`src/rtl/sfrq_pkg.sv`:
```
// Shared types and constants for the shortest-first request queue.
// Used by sfrq_ctrl, sfrq_dp and shortest_first_request_queue_core.
package sfrq_pkg;

  localparam int QUEUE_DEPTH_DEF = 16;
  localparam int KEY_BITS_DEF    = 16;
  localparam int ID_BITS_DEF     = 16;

  // fixed port field widths
  localparam int DUR_BITS  = 16;
  localparam int PID_BITS  = 16;
  localparam int FILL_BITS = 5;
  localparam int IN_DATA_BITS  = 32;
  localparam int OUT_DATA_BITS = 40;

  typedef enum logic {
    OP_INSERT = 1'b0,
    OP_SERVE  = 1'b1
  } op_t;

  typedef enum logic [1:0] {
    ST_INSERTED = 2'd0,
    ST_SERVED   = 2'd1,
    ST_FULL     = 2'd2,
    ST_EMPTY    = 2'd3
  } status_t;

  typedef enum logic [2:0] {
    S_IDLE,
    S_START,
    S_INS_CMP,
    S_INS_PUT,
    S_SRV_HEAD,
    S_SRV_SHIFT,
    S_FIN
  } state_t;

  typedef enum logic [2:0] {
    RA_ZERO,
    RA_CUR,
    RA_CUR_M1,
    RA_CUR_M2,
    RA_CUR_P1
  } rd_sel_t;

  typedef enum logic {
    WA_CUR,
    WA_CUR_M1
  } wr_sel_t;

  typedef enum logic [2:0] {
    CUR_HOLD,
    CUR_ONE,
    CUR_DEC,
    CUR_INC
  } cur_op_t;

  typedef struct packed {
    logic    take;       // latch the accepted transaction, cursor <= count
    logic    rd_en;
    rd_sel_t rd_sel;
    logic    wr_en;
    wr_sel_t wr_sel;
    logic    wr_item;    // 1: write the new request, 0: move the entry just read
    cur_op_t cur_op;
    logic    head;       // capture the entry just read as the served request
    logic    set_status;
    status_t status;
    logic    commit;     // load the result register and update the count
  } cmd_t;

  typedef struct packed {
    op_t  op;
    logic full;
    logic empty;
    logic cur_zero;
    logic cur_one;
    logic greater;       // entry just read has a longer duration than the new one
    logic more;          // cursor < count
    logic more_next;     // cursor + 1 < count
    logic out_free;
  } flags_t;

endpackage

```
`src/rtl/sfrq_ctrl.sv`:
```
// Sequencer for the shortest-first request queue.
// Depends on sfrq_pkg; drives the command bundle of sfrq_dp.
module sfrq_ctrl import sfrq_pkg::*; (
  input  logic   clk,
  input  logic   rst,
  input  logic   s_tvalid,
  output logic   s_tready,
  input  flags_t flags,
  output cmd_t   cmd
);

  state_t state, state_next;

  always_ff @(posedge clk) begin
    if (rst) begin
      state <= S_IDLE;
    end else begin
      state <= state_next;
    end
  end

  always_comb begin
    state_next     = state;
    s_tready       = 1'b0;
    cmd            = '0;
    cmd.rd_sel     = RA_ZERO;
    cmd.wr_sel     = WA_CUR;
    cmd.cur_op     = CUR_HOLD;
    cmd.status     = ST_INSERTED;
    unique case (state)
      S_IDLE: begin
        s_tready = 1'b1;
        if (s_tvalid) begin
          cmd.take   = 1'b1;
          state_next = S_START;
        end
      end
      S_START: begin
        cmd.set_status = 1'b1;
        if (flags.op == OP_INSERT) begin
          if (flags.full) begin
            cmd.status = ST_FULL;
            state_next = S_FIN;
          end else if (flags.cur_zero) begin
            cmd.wr_en   = 1'b1;
            cmd.wr_item = 1'b1;
            cmd.status  = ST_INSERTED;
            state_next  = S_FIN;
          end else begin
            cmd.set_status = 1'b0;
            cmd.rd_en      = 1'b1;
            cmd.rd_sel     = RA_CUR_M1;
            state_next     = S_INS_CMP;
          end
        end else begin
          if (flags.empty) begin
            cmd.status = ST_EMPTY;
            state_next = S_FIN;
          end else begin
            cmd.set_status = 1'b0;
            cmd.rd_en      = 1'b1;
            cmd.rd_sel     = RA_ZERO;
            cmd.cur_op     = CUR_ONE;
            state_next     = S_SRV_HEAD;
          end
        end
      end
      // walk down from the tail, moving longer entries up by one
      S_INS_CMP: begin
        cmd.wr_en = 1'b1;
        if (flags.greater) begin
          cmd.cur_op = CUR_DEC;
          if (flags.cur_one) begin
            state_next = S_INS_PUT;
          end else begin
            cmd.rd_en  = 1'b1;
            cmd.rd_sel = RA_CUR_M2;
          end
        end else begin
          // equal keys stay ahead: first in, first out
          cmd.wr_item    = 1'b1;
          cmd.set_status = 1'b1;
          cmd.status     = ST_INSERTED;
          state_next     = S_FIN;
        end
      end
      S_INS_PUT: begin
        cmd.wr_en      = 1'b1;
        cmd.wr_item    = 1'b1;
        cmd.set_status = 1'b1;
        cmd.status     = ST_INSERTED;
        state_next     = S_FIN;
      end
      S_SRV_HEAD: begin
        cmd.head       = 1'b1;
        cmd.set_status = 1'b1;
        cmd.status     = ST_SERVED;
        if (flags.more) begin
          cmd.rd_en  = 1'b1;
          cmd.rd_sel = RA_CUR;
          state_next = S_SRV_SHIFT;
        end else begin
          state_next = S_FIN;
        end
      end
      // close the gap left by the served head
      S_SRV_SHIFT: begin
        cmd.wr_en  = 1'b1;
        cmd.wr_sel = WA_CUR_M1;
        if (flags.more_next) begin
          cmd.rd_en  = 1'b1;
          cmd.rd_sel = RA_CUR_P1;
          cmd.cur_op = CUR_INC;
        end else begin
          state_next = S_FIN;
        end
      end
      S_FIN: begin
        if (flags.out_free) begin
          cmd.commit = 1'b1;
          state_next = S_IDLE;
        end
      end
      default: begin
        state_next = S_IDLE;
      end
    endcase
  end

endmodule

```
`src/rtl/sfrq_dp.sv`:
```
// Datapath of the shortest-first request queue: request memory, cursor,
// fill count and result register. Depends on sfrq_pkg; commanded by sfrq_ctrl.
module sfrq_dp import sfrq_pkg::*; #(
  parameter int QUEUE_DEPTH = QUEUE_DEPTH_DEF,
  parameter int KEY_BITS    = KEY_BITS_DEF,
  parameter int ID_BITS     = ID_BITS_DEF
) (
  input  logic                     clk,
  input  logic                     rst,
  input  logic [IN_DATA_BITS-1:0]  s_tdata,
  input  logic [0:0]               s_tuser,
  input  cmd_t                     cmd,
  output flags_t                   flags,
  output logic                     m_tvalid,
  input  logic                     m_tready,
  output logic [OUT_DATA_BITS-1:0] m_tdata,
  output logic [1:0]               m_tuser
);

  localparam int KW    = (KEY_BITS < DUR_BITS) ? KEY_BITS : DUR_BITS;
  localparam int IW    = (ID_BITS < PID_BITS) ? ID_BITS : PID_BITS;
  localparam int EW    = KW + IW;
  localparam int IDX_W = $clog2(QUEUE_DEPTH);
  localparam int CNT_W = $clog2(QUEUE_DEPTH + 1);

  logic [EW-1:0]    mem [QUEUE_DEPTH];
  logic [EW-1:0]    rd_data;
  logic [CNT_W-1:0] count, count_next;
  logic [CNT_W-1:0] cursor;
  op_t              item_op;
  logic [KW-1:0]    item_key;
  logic [IW-1:0]    item_id;
  status_t          status;
  logic [KW-1:0]    srv_key;
  logic [IW-1:0]    srv_id;

  logic [CNT_W-1:0] rd_full, wr_full;
  logic [IDX_W-1:0] rd_addr, wr_addr;
  logic [EW-1:0]    wr_data;

  status_t             out_status;
  logic [PID_BITS-1:0] out_pid;
  logic [DUR_BITS-1:0] out_dur;
  logic [FILL_BITS-1:0] out_fill;

  always_comb begin
    unique case (cmd.rd_sel)
      RA_ZERO:   rd_full = '0;
      RA_CUR:    rd_full = cursor;
      RA_CUR_M1: rd_full = cursor - CNT_W'(1);
      RA_CUR_M2: rd_full = cursor - CNT_W'(2);
      RA_CUR_P1: rd_full = cursor + CNT_W'(1);
      default:   rd_full = '0;
    endcase
    unique case (cmd.wr_sel)
      WA_CUR:    wr_full = cursor;
      WA_CUR_M1: wr_full = cursor - CNT_W'(1);
      default:   wr_full = cursor;
    endcase
  end

  assign rd_addr = rd_full[IDX_W-1:0];
  assign wr_addr = wr_full[IDX_W-1:0];
  assign wr_data = cmd.wr_item ? {item_key, item_id} : rd_data;

  always_ff @(posedge clk) begin
    if (cmd.wr_en) begin
      mem[wr_addr] <= wr_data;
    end
    if (cmd.rd_en) begin
      rd_data <= mem[rd_addr];
    end
  end

  always_comb begin
    unique case (status)
      ST_INSERTED: count_next = count + CNT_W'(1);
      ST_SERVED:   count_next = count - CNT_W'(1);
      default:     count_next = count;
    endcase
  end

  // item, cursor and served request
  always_ff @(posedge clk) begin
    if (cmd.take) begin
      item_op  <= op_t'(s_tuser[0]);
      item_key <= s_tdata[KW-1:0];
      item_id  <= s_tdata[DUR_BITS+IW-1:DUR_BITS];
      cursor   <= count;
      srv_key  <= '0;
      srv_id   <= '0;
    end else begin
      unique case (cmd.cur_op)
        CUR_HOLD: cursor <= cursor;
        CUR_ONE:  cursor <= CNT_W'(1);
        CUR_DEC:  cursor <= cursor - CNT_W'(1);
        CUR_INC:  cursor <= cursor + CNT_W'(1);
        default:  cursor <= cursor;
      endcase
      if (cmd.head) begin
        srv_key <= rd_data[EW-1:IW];
        srv_id  <= rd_data[IW-1:0];
      end
    end
    if (cmd.set_status) begin
      status <= cmd.status;
    end
  end

  always_ff @(posedge clk) begin
    if (rst) begin
      count    <= '0;
      m_tvalid <= 1'b0;
    end else begin
      if (cmd.commit) begin
        count    <= count_next;
        m_tvalid <= 1'b1;
      end else if (m_tready) begin
        m_tvalid <= 1'b0;
      end
    end
  end

  always_ff @(posedge clk) begin
    if (cmd.commit) begin
      out_status <= status;
      out_pid    <= PID_BITS'(srv_id);
      out_dur    <= DUR_BITS'(srv_key);
      out_fill   <= FILL_BITS'(count_next);
    end
  end

  assign m_tuser = out_status;
  assign m_tdata = {3'b000, out_fill, out_dur, out_pid};

  assign flags.op        = item_op;
  assign flags.full      = (count == CNT_W'(QUEUE_DEPTH));
  assign flags.empty     = (count == '0);
  assign flags.cur_zero  = (cursor == '0);
  assign flags.cur_one   = (cursor == CNT_W'(1));
  assign flags.greater   = (rd_data[EW-1:IW] > item_key);
  assign flags.more      = (cursor < count);
  assign flags.more_next = ({1'b0, cursor} + (CNT_W+1)'(1)) < {1'b0, count};
  assign flags.out_free  = !m_tvalid || m_tready;

`ifndef SYNTHESIS
  a_count_range: assert property (@(posedge clk) disable iff (rst)
    count <= CNT_W'(QUEUE_DEPTH))
    else $error("fill count beyond queue depth");

  a_commit_free: assert property (@(posedge clk) disable iff (rst)
    cmd.commit |-> (!m_tvalid || m_tready))
    else $error("result register overwritten before transfer");

  a_port_clash: assert property (@(posedge clk) disable iff (rst)
    (cmd.wr_en && cmd.rd_en) |-> (wr_addr != rd_addr))
    else $error("read and write of the same entry in one cycle");

  a_serve_count: assert property (@(posedge clk) disable iff (rst)
    (cmd.commit && status == ST_SERVED) |=> (count == $past(count) - CNT_W'(1)))
    else $error("serve did not reduce the fill count");
`endif

endmodule

```
`src/rtl/shortest_first_request_queue_core.sv`:
```
// Shortest-first request queue: each transaction inserts a print request or
// serves the one with the smallest duration (ties first in, first out) and
// returns one result transaction. Full, empty and insert into an empty queue
// skip the walk; otherwise the time taken is set by the walk over the
// single-write, single-read request memory, one entry moved per cycle, over
// at most the n requests waiting. A new transaction is taken once the
// previous one has reached the result register, which holds it until the
// downstream side accepts it. Top level; depends on sfrq_pkg, sfrq_ctrl and
// sfrq_dp.
module shortest_first_request_queue_core import sfrq_pkg::*; #(
  parameter int QUEUE_DEPTH = QUEUE_DEPTH_DEF,
  parameter int KEY_BITS    = KEY_BITS_DEF,
  parameter int ID_BITS     = ID_BITS_DEF
) (
  input  logic                     clk,
  input  logic                     rst,
  input  logic                     s_tvalid,
  output logic                     s_tready,
  input  logic [IN_DATA_BITS-1:0]  s_tdata,   // duration[15:0], process_id[31:16]
  input  logic [0:0]               s_tuser,   // operation[0]
  output logic                     m_tvalid,
  input  logic                     m_tready,
  output logic [OUT_DATA_BITS-1:0] m_tdata,   // served_process_id[15:0],
                                              // served_duration[31:16],
                                              // fill_count[36:32], zero[39:37]
  output logic [1:0]               m_tuser    // status[1:0]
);

  cmd_t   cmd;
  flags_t flags;

  sfrq_ctrl u_ctrl (
    .clk      (clk),
    .rst      (rst),
    .s_tvalid (s_tvalid),
    .s_tready (s_tready),
    .flags    (flags),
    .cmd      (cmd)
  );

  sfrq_dp #(
    .QUEUE_DEPTH (QUEUE_DEPTH),
    .KEY_BITS    (KEY_BITS),
    .ID_BITS     (ID_BITS)
  ) u_dp (
    .clk      (clk),
    .rst      (rst),
    .s_tdata  (s_tdata),
    .s_tuser  (s_tuser),
    .cmd      (cmd),
    .flags    (flags),
    .m_tvalid (m_tvalid),
    .m_tready (m_tready),
    .m_tdata  (m_tdata),
    .m_tuser  (m_tuser)
  );

endmodule
```
`config.mk`:
```
export PLATFORM = sky130hd
export DESIGN_NAME = shortest_first_request_queue_core
export DESIGN_NICKNAME = d
export VERILOG_FILES = /design/src/rtl/sfrq_pkg.sv /design/src/rtl/sfrq_ctrl.sv /design/src/rtl/sfrq_dp.sv /design/src/rtl/shortest_first_request_queue_core.sv
export SDC_FILE = /design/constraint.sdc
export NUM_CORES = 1
export LEC_CHECK = 0
export ABC_AREA = 1
export BUFFER_PORTS_ARGS = -buffer_cell sky130_fd_sc_hd__buf_2
export CAP_MARGIN = 5
export CORE_MARGIN = 2
export CORE_UTILIZATION = 61
export DETAILED_ROUTE_END_ITERATION = 6
export GPL_TIMING_DRIVEN = 0
export PLACE_DENSITY_LB_ADDON = 0.25
export SLEW_MARGIN = 20
export SYNTH_ARGS = -nofsm -noshare
export SYNTH_HDL_FRONTEND = slang
export SYNTH_SLANG_ARGS = --single-unit
```
`constraint.sdc`:
```
create_clock -name clk -period 6.2 [get_ports clk]
set_clock_uncertainty 0.05 [all_clocks]
set_input_delay 0.31 -clock clk [delete_from_list [all_inputs] [get_ports clk]]
set_output_delay 0.31 -clock clk [all_outputs]
set_load 0.1 [all_outputs]
```
==> Yosys cells after proc, flatten, opt, wreduce, memory -nomap -nowiden <==
Memories as Yosys holds them, arrays and structs flattened. A register that Yosys moved wholly into a read port is not among the register bits.
Index checks and enable logic that the tools add are counted.
{ "classes": {"muxes": 56, "eq_ne": 20, "magnitude_cmp": 3, "reduce_logical": 10, "multipliers": 0, "div": 0, "addsub": 6, "n_bitwise": 1, "shift": 0} }
{ "ops": {"columns": ["cell", "count"], "rows": [
  ["$mux W3", 11],
  ["$mux W32", 1],
  ["$pmux W4 S4", 2],
  ["$mux W4", 7],
  ["$pmux W3 S7", 1],
  ["$mux W1", 19],
  ["$eq A3 B2 Y1 const B", 6],
  ["$gt A16 B16 Y1", 1],
  ["$pmux W5 S3", 1],
  ["$eq A3 B3 Y1 const B", 4],
  ["$mux W2", 6],
  ["$pmux W3 S4", 1],
  ["$add A5 B1 Y5 const B", 2],
  ["$logic_not A5 Y1", 2],
  ["$mux W5", 2],
  ["$pmux W5 S2", 1],
  ["$sub A5 B1 Y5 const B", 2],
  ["$eq A3 B1 Y1 const B", 3],
  ["$pmux W3 S3", 1],
  ["$pmux W4 S2", 1],
  ["$add A5 B1 Y6 const B", 1],
  ["$lt A6 B5 Y1", 1],
  ["$ne A2 B2 Y1 const B", 3],
  ["$eq A5 B1 Y1 const B", 1],
  ["16 further kinds", 16]
]} }
{ "word_totals": {"ff_bits": 120, "output_inout_bits": 44, "inputBits": 37, "word_cells": 111, "romBits": 0, "n_memories": 1, "latchBits": 0, "ramBits": 512} }
{ "memory_table": {"columns": ["memory", "depth", "width", "read_ports", "rd_ports_with_merged_regs", "write_ports", "line", "rtl"], "rows": [
  ["u_dp.mem", 16, 32, 1, 1, 1, "sfrq_dp.sv:26", "logic [EW-1:0] mem [QUEUE_DEPTH];"]
]} }

==> Logic depth before layout (Yosys ltp) <==
Gate-level depths: netlist of the first run.
{ "depth": {"ltp_word": 7, "depth_mapped": 23, "ltp_nobuf": 21} }

==> By module <==
From an unflattened synthesis of the first run, not the netlist that was laid out.
{ "hier_totals": {"hier_cells": 2467, "area_unflattened_um2": 28056.9} }
{ "by_module_without_submodules": {"columns": ["module", "area_each_um2", "seq_area_each_um2", "cells_per_inst", "n_inst"], "rows": [
  ["sfrq_dp", 27568.9, 19468.7, 2376, 1],
  ["sfrq_ctrl", 488.0, 60.1, 91, 1]
]} }

==> Least setup slack after synthesis of the first run <==
Ideal clock, no wire load.
{ "synth_path": {"path_type": "reg-to-reg", "from": "register u_dp.cursor[0]", "to": "register u_dp.rd_data[0] (read register of u_dp.mem), enable pin", "arrival_time_ns": 3.002, "period_less_slack_ns": 3.707, "path_stages_with_launch": 11, "slack_ns": 2.493, "setup_ns": 0.655, "path_buffers": 1, "required_ns": 5.495, "cell_sequence": "edfxtp_1 buf_2 clkinv_1 ha_1 ha_1 a21o_1 nand4_1 o2111ai_2 o21ai_0 inv_1 o2111ai_1"} }
{ "synth_rtl": {"columns": ["element", "line", "rtl"], "rows": [
  ["start: declaration", "sfrq_dp.sv:29", "logic [CNT_W-1:0] cursor;"],
  ["start signal: assignment", "sfrq_dp.sv:89", "cursor <= count;"],
  ["start signal: assignment", "sfrq_dp.sv:94", "CUR_HOLD: cursor <= cursor;"],
  ["start signal: assignment", "sfrq_dp.sv:96", "CUR_DEC: cursor <= cursor - CNT_W'(1);"],
  ["end: declaration", "sfrq_dp.sv:27", "logic [EW-1:0] rd_data;"]
]} }

==> Final worst setup path of the first run <==
{ "layout_path": {"from": "register u_dp.cursor[0]", "to": "register u_dp.rd_data[20] (read register of u_dp.mem), data pin"} }
{ "layout_between": {"elab_chain_cells": 7, "elab_cells_between_ends": 21, "classes_between": "add/sub: 4; order compare: 2; eq/ne: 5; mux: 9; reduce/logical: 1"} }
{ "layout_lines": {"columns": ["element"], "rows": [
  ["parallel branches: the longest is 7 deep, another holds $add A5 B1 Y6"]
]} }
Parallel ways; which one is timed is not known.
A chain may end at the register's enable or synchronous reset.

==> results of run 1 <==
-- cells by family after synthesis --
group | after synthesis | synth area share
AND/OR/NAND/NOR | 1274 | 0.206
flip-flops | 664 | 0.707
buffers and inverters | 241 | 0.0393
AO/OA/AOI/OAI | 143 | 0.0281
adder cells (fa/ha/maj) | 36 | 0.0166
XOR/XNOR | 7 | 0.00222
other | 1 | 0.000136
-- worst max-delay path: stages, from the launching register on --
cell	delay, ns
edfxtp_1	0.42
buf_2	0.27
clkinv_1	0.31
ha_1	0.46
ha_1	0.30
a21o_1	0.13
nand4_1	0.10
o2111ai_2	0.21
nor2_1	0.17
nor4_4	0.93
clkbuf_1	0.71
nand3_1	0.15
nand2_1	0.25
nand2_1	0.09
nand2_1	0.15
-- state kept, by name, indices dropped and copies added, names as in the netlist --
name           count
u_dp.out_fill      5
u_dp.item_op       1
u_dp.mem         512
u_dp.srv_key      16
u_dp.item_id      16
u_dp.out_dur      16
u_dp.item_key     16
u_dp.status        2
u_dp.out_pid      16
u_dp.m_tvalid      1
u_dp.count         5
u_dp.rd_data      32
u_dp.m_tuser       2
u_dp.srv_id       16
u_dp.cursor        5
u_ctrl.state       3
-- what timing repair did --
| item | in CTS | in global routing |
|---|---|---|
| hold endpoints to repair | 35 | 0 |
| buffers inserted | 0 | 0 |
| hold buffers | 34 | 0 |
-- path summary, 6_finish.rpt --
path,endpoint,slack [ns],cells after the start
worst max-delay path,u_dp.rd_data[20]$_DFFE_PP_,1.34,14
worst min-delay path,u_dp.m_tvalid$_SDFFE_PP0P_,0.06,2
worst min register to register,u_dp.out_pid[15]$_DFFE_PP_,0.38,0
worst max register to register,u_dp.rd_data[20]$_DFFE_PP_,1.34,14
-- area by class of cell --
| class | count | area [um^2] | area share |
|---|---|---|---|
| Clock inverter | 35 | 345 | 0.0107 |
| Sequential cell | 664 | 19500 | 0.608 |
| Multi-Input combinational cell | 1463 | 7240 | 0.225 |
| Buffer | 151 | 749 | 0.0233 |
| Clock buffer | 90 | 1880 | 0.0584 |
| Inverter | 90 | 338 | 0.0105 |
| Timing Repair Buffer | 138 | 1320 | 0.0412 |
| Tap cell | 592 | 741 | 0.0230 |
-- per-layer routing --
metal,vias up,track usage,wire length [um]
li1,8881,-,-
met1,9871,0.452,28600
met5,-,0,0
met4,0,0.192,4130
met2,1569,0.548,37600
met3,309,0.0785,10300
-- power by group through the flow --
stage	clock [mW]	combinational, mW	sequential, mW
global placement	0	7.93	6.86
detailed placement	0	8.48	6.80
floorplan	0	5.01	6.79
CTS	4.12	8.61	6.71
global route	4.28	9.53	6.76
finish	4.11	9.00	6.72
-- cell usage in the layout (no fill, tap or decap), drive strengths merged, types with 3 or more instances in the layout --
cell type and instances:
nand3 658, edfxtp 623, nand2 532, buf 192
clkbuf 153, inv 92, a21oi 71, nor2 64
o21ai 55, dfxtp 41, ha 35, dlygate4sd3 34
clkinv 25, nor3 7, nand4 7, bufinv 6
xor2 5, a31oi 4, or2 3, a211oi 3
conb 3, o2111ai 3
==> impl_metrics.toml, run 1 <==
[yosys]
synth_area_um2 = 27600
synth_ff_type = "edfxtp_1"
syn_area_per_cell_um2 = 11.7
synth_common_cells = "nand3_1, edfxtp_1, nand2_1"
synth_enable_flop_cells = 623
ys_seq_elements = 664
seq_area_frac_synth = 0.707
synthTopCellsByArea = "edfxtp_1, nand3_1, nand2_1"
yosys.cell_count.top_type = "nand3_1"
ys_warn_count = 0
async_reset_ff_frac = 0
post_synth_inst_count = 2366
yosysTopAreaCell = "edfxtp_1"
yosysUniqueCellTypes = 39
synth_top_area_frac = 0.678

[global_routing]
grt-ovfl-total = 0
antenna_found_initial = 1
track_usage = 0.347
grt_first_pass_wirelength_um = 121000
grt_pass1_vias = 20300
grt_max_degree = 40

[placed_design]
portBuffers = 76
dp_hpwl_um = 53700
dp_slack_ns = 1.62
placed_cells = 3064
place_area_um2 = 29600
routabilityCongestion = 0.938

[sta]
final.setup.tns_ns = 0
post-route-period-util = 0.784
setup_ws_ns = 1.34
drv_slew = 0
max_freq_ghz = 0.206
hold_slack_ns = 0.0597
fin_crit_ns = 4.86
rsz0062_at_grt = "false"
finalHoldViolations = 0
finalSetupViolCount = 0
tightest_slew_ns = 1.10
maxSlewHeadroom = 0.261

[power]
ir_worst_vdd_mv = 0.376
comb_power_share = 0.454
seq_power_share = 0.339
intPower_mw = 11.1
p_leak_nw = 11.9
p_per_area_nw_per_um2 = 617
swShare = 0.439
clockPowerShare = 0.207
power_mw = 19.8
p_sw_mw = 8.71

[routing]
wire_per_inst_um = 25.0
drt_wl_total_um = 80700
dr_total_vias = 20600
first_iter_violations = 3274
drtPass1Iterations = 7
ant_nets = 0
drc = 0
vias_per_cell = 6.40

[setup_path]
cp-end-kind = "flop"
cp.required_ns = 6.59
rr_startpoint = "u_dp.cursor[0]$_DFFE_PP_"
path_class = "flop to flop"
cp_max_fo = 10
crit_arrival_ns = 5.25
start_kind = "flop"
critPathLaunch = "u_dp.cursor[0]$_DFFE_PP_"

[die]
core_area_um2 = 44400
io_pins = 81
start_util = 0.622
die_x_um = 217
die_area_um2 = 47000
rows = 77
fp.dieH_um = 217

[cells_and_area]
area_growth_pct = 16.4
finalNonFillerCells = 3223
fillerInstances = 2872
drive_gt1_frac = 0.133
diodes = 0
nets = 2649
design_area_um2 = 32100
postLayoutCoreUtil = 0.724

[outcome]
outcome = "completed"

[job]
max-cap-violations = 0

[clocking]
cts.repair.resized = 0
cts_buffer_depth = 3
htree_num_levels = 3
cts.sinks = 664
numCtsBuffers = 68
cts_root_buf = "clkbuf_16"
cts_tree = "built"
clk_pin_slew_ns = 0.06
clock_latency_ns = 0.60

[worst_hold_path]
min_from = "rst"
min_path_type = "primary input to flop"
No activity file was read; power rests on OpenSTA's default activity.
==> inputs of run 2 (changes only) <==
--- a/config.mk
+++ b/config.mk
@@ -9,7 +9,7 @@
 export BUFFER_PORTS_ARGS = -buffer_cell sky130_fd_sc_hd__buf_2
 export CAP_MARGIN = 5
 export CORE_MARGIN = 2
-export CORE_UTILIZATION = 61
+export CORE_UTILIZATION = 56
 export DETAILED_ROUTE_END_ITERATION = 6
 export GPL_TIMING_DRIVEN = 0
 export PLACE_DENSITY_LB_ADDON = 0.25
==> constraint.sdc (replaced) <==
create_clock -name clk -period 4 [get_ports clk]
set_clock_uncertainty 0.05 [all_clocks]
set_input_delay 0.2 -clock clk [delete_from_list [all_inputs] [get_ports clk]]
set_output_delay 0.2 -clock clk [all_outputs]
set_load 0.1 [all_outputs]
==> impl_metrics.toml, run 2 (same netlist as run 1, synthesis figures left out) <==
[routing]
dr_wl_met2_um = 37700
vias_per_cell = 6.05
m1WireLength_um = 29300
ant_nets = 0
drt_wl_total_um = 79700
drc = 0
drtPass1Iterations = 6
top_layer_used = "met4"
wire_per_inst_um = 24.1
first_iter_violations = 2585
dr_total_vias = 20000
wl_met3_um = 9290

[setup_path]
cp-end-kind = "flop"
cp.required_ns = 4.40
crit_arrival_ns = 4.19
cp_slowest_cell = "edfxtp_1"
start_kind = "flop"
critPathTopFamily = "buffers and inverters"
cp_max_fo = 10
crit_chain = "buf_4 > clkinv_2 > ha_4 > ha_1 > a21o_1 > nand4_1 > o2111ai_4 > nor2_1 > nor4_4 > buf_4 > buf_12 > buf_4 > clkbuf_1 > nand3_1 > nand2_1 > nand2_1 > nand2_1"
path_class = "flop to flop"
critical_path_buf_inv_count = 6
max_stage_delay_ns = 0.43

[job]
max-cap-violations = 0

[sta]
final.setup.tns_ns = 0
fin_crit_ns = 3.79
setup_ws_ns = 0.213
drv_slew = 0
rsz0062_at_grt = "false"
post-route-period-util = 0.947
max_freq_ghz = 0.264
maxSlewHeadroom = 0.276
hold_slack_ns = 0.0611
finalHoldViolations = 0
tightest_slew_ns = 1.09
finalSetupViolCount = 0

[cells_and_area]
final_cell_mix = "nand3_1, edfxtp_1, nand2_1"
fillerInstances = 3568
drive_gt1_frac = 0.140
multi_input_area_um2 = 7260
diodes = 0
largest_register_ffs = 512
area_growth_pct = 17.2
seqCellArea_um2 = 19500
postLayoutCoreUtil = 0.663
final_common_cell = "nand3_1"
finalNonFillerCells = 3308
nets = 2665
top_regs = "u_dp.mem (512), u_dp.rd_data (32)"
design_area_um2 = 32400
regMostFlops = "u_dp.mem"

[global_routing]
grt-ovfl-total = 0
grt_first_pass_wirelength_um = 118000
grt_pass1_vias = 19500
track_usage = 0.315
antenna_found_initial = 0
grt_max_degree = 40

[clocking]
htree_num_levels = 3
clock_latency_ns = 0.62
numCtsBuffers = 69
cts_buffer_depth = 3
cts.sinks = 664
cts_tree = "built"
cts_root_buf = "clkbuf_16"
clk_pin_slew_ns = 0.06

[placed_design]
placed_cells = 3143
dp_hpwl_um = 54000
routabilityCongestion = 0.904
portBuffers = 76
place_area_um2 = 29700
dp_slack_ns = -0.948

[die]
io_pins = 81
core_area_um2 = 48800
start_util = 0.565
rows = 81
die_area_um2 = 51100
die_x_um = 226
fp.dieH_um = 226

[power]
ir_worst_vdd_mv = 0.458
p_leak_nw = 12.0
p_per_area_nw_per_um2 = 952
power_mw = 30.8

[worst_hold_path]
min_path_type = "primary input to flop"

[outcome]
outcome = "completed"
==> run 2: changes by cell type in the layout (fill, tap and decap cells not counted), moves of 3 or more <==
cell | before | now
buf_12 | 3 | 8
buf_6 | 0 | 7
clkbuf_2 | 1 | 16
buf_2 | 134 | 114
clkinv_2 | 10 | 7
o21ai_2 | 12 | 9
buf_4 | 35 | 62
clkbuf_1 | 78 | 71
buf_16 | 17 | 12
clkinv_1 | 14 | 9
o21ai_1 | 6 | 9
==> run 2: power by group <==
part	switching, mW	internal, mW
clock	2.60	3.66
combinational	10.4	3.77
sequential	0.343	10.0
total	13.3	17.5
==> run 2: worst paths after layout <==
path                                     from                           end  slack [ns]  cells after the start
hold / removal                       s_tvalid  u_dp.srv_key[5]$_SDFFE_PP0N_        0.06                      4
setup / recovery     u_dp.cursor[0]$_DFFE_PP_    u_dp.rd_data[20]$_DFFE_PP_        0.21                     17
hold reg to reg   u_dp.srv_id[1]$_SDFFE_PP0N_     u_dp.out_pid[1]$_DFFE_PP_        0.37                      0
setup reg to reg     u_dp.cursor[0]$_DFFE_PP_    u_dp.rd_data[20]$_DFFE_PP_        0.21                     17
==> run 2: cell type report <==
class,instances,area share
Buffer,151,0.0255
Clock buffer,99,0.0591
Clock inverter,24,0.00827
Inverter,90,0.0105
Multi-Input combinational cell,1463,0.224
Sequential cell,664,0.603
Tap cell,664,0.0257
Timing Repair Buffer,153,0.0436
==> run 2: metal layers <==
layer  GRT usage  vias to the layer above
met1       0.404                     9612
li1            -                     8918
met4       0.148                        0
met5           0                        -
met3      0.0705                      224
met2       0.515                     1275
==> run 2: worst min-delay path, cell delays in order <==
cell     delay, ns
buf_2         0.10
inv_1         0.04
nor2_1        0.17
a21oi_1       0.16
==> run 2: what timing repair did <==
action,4_1_cts,5_1_grt
setup buffers,5,1
hold endpoints to repair,37,0
setup endpoints to repair,32,32
hold buffers,36,0
pin swaps,1,1
gates resized for setup,36,14
cloned,0,0
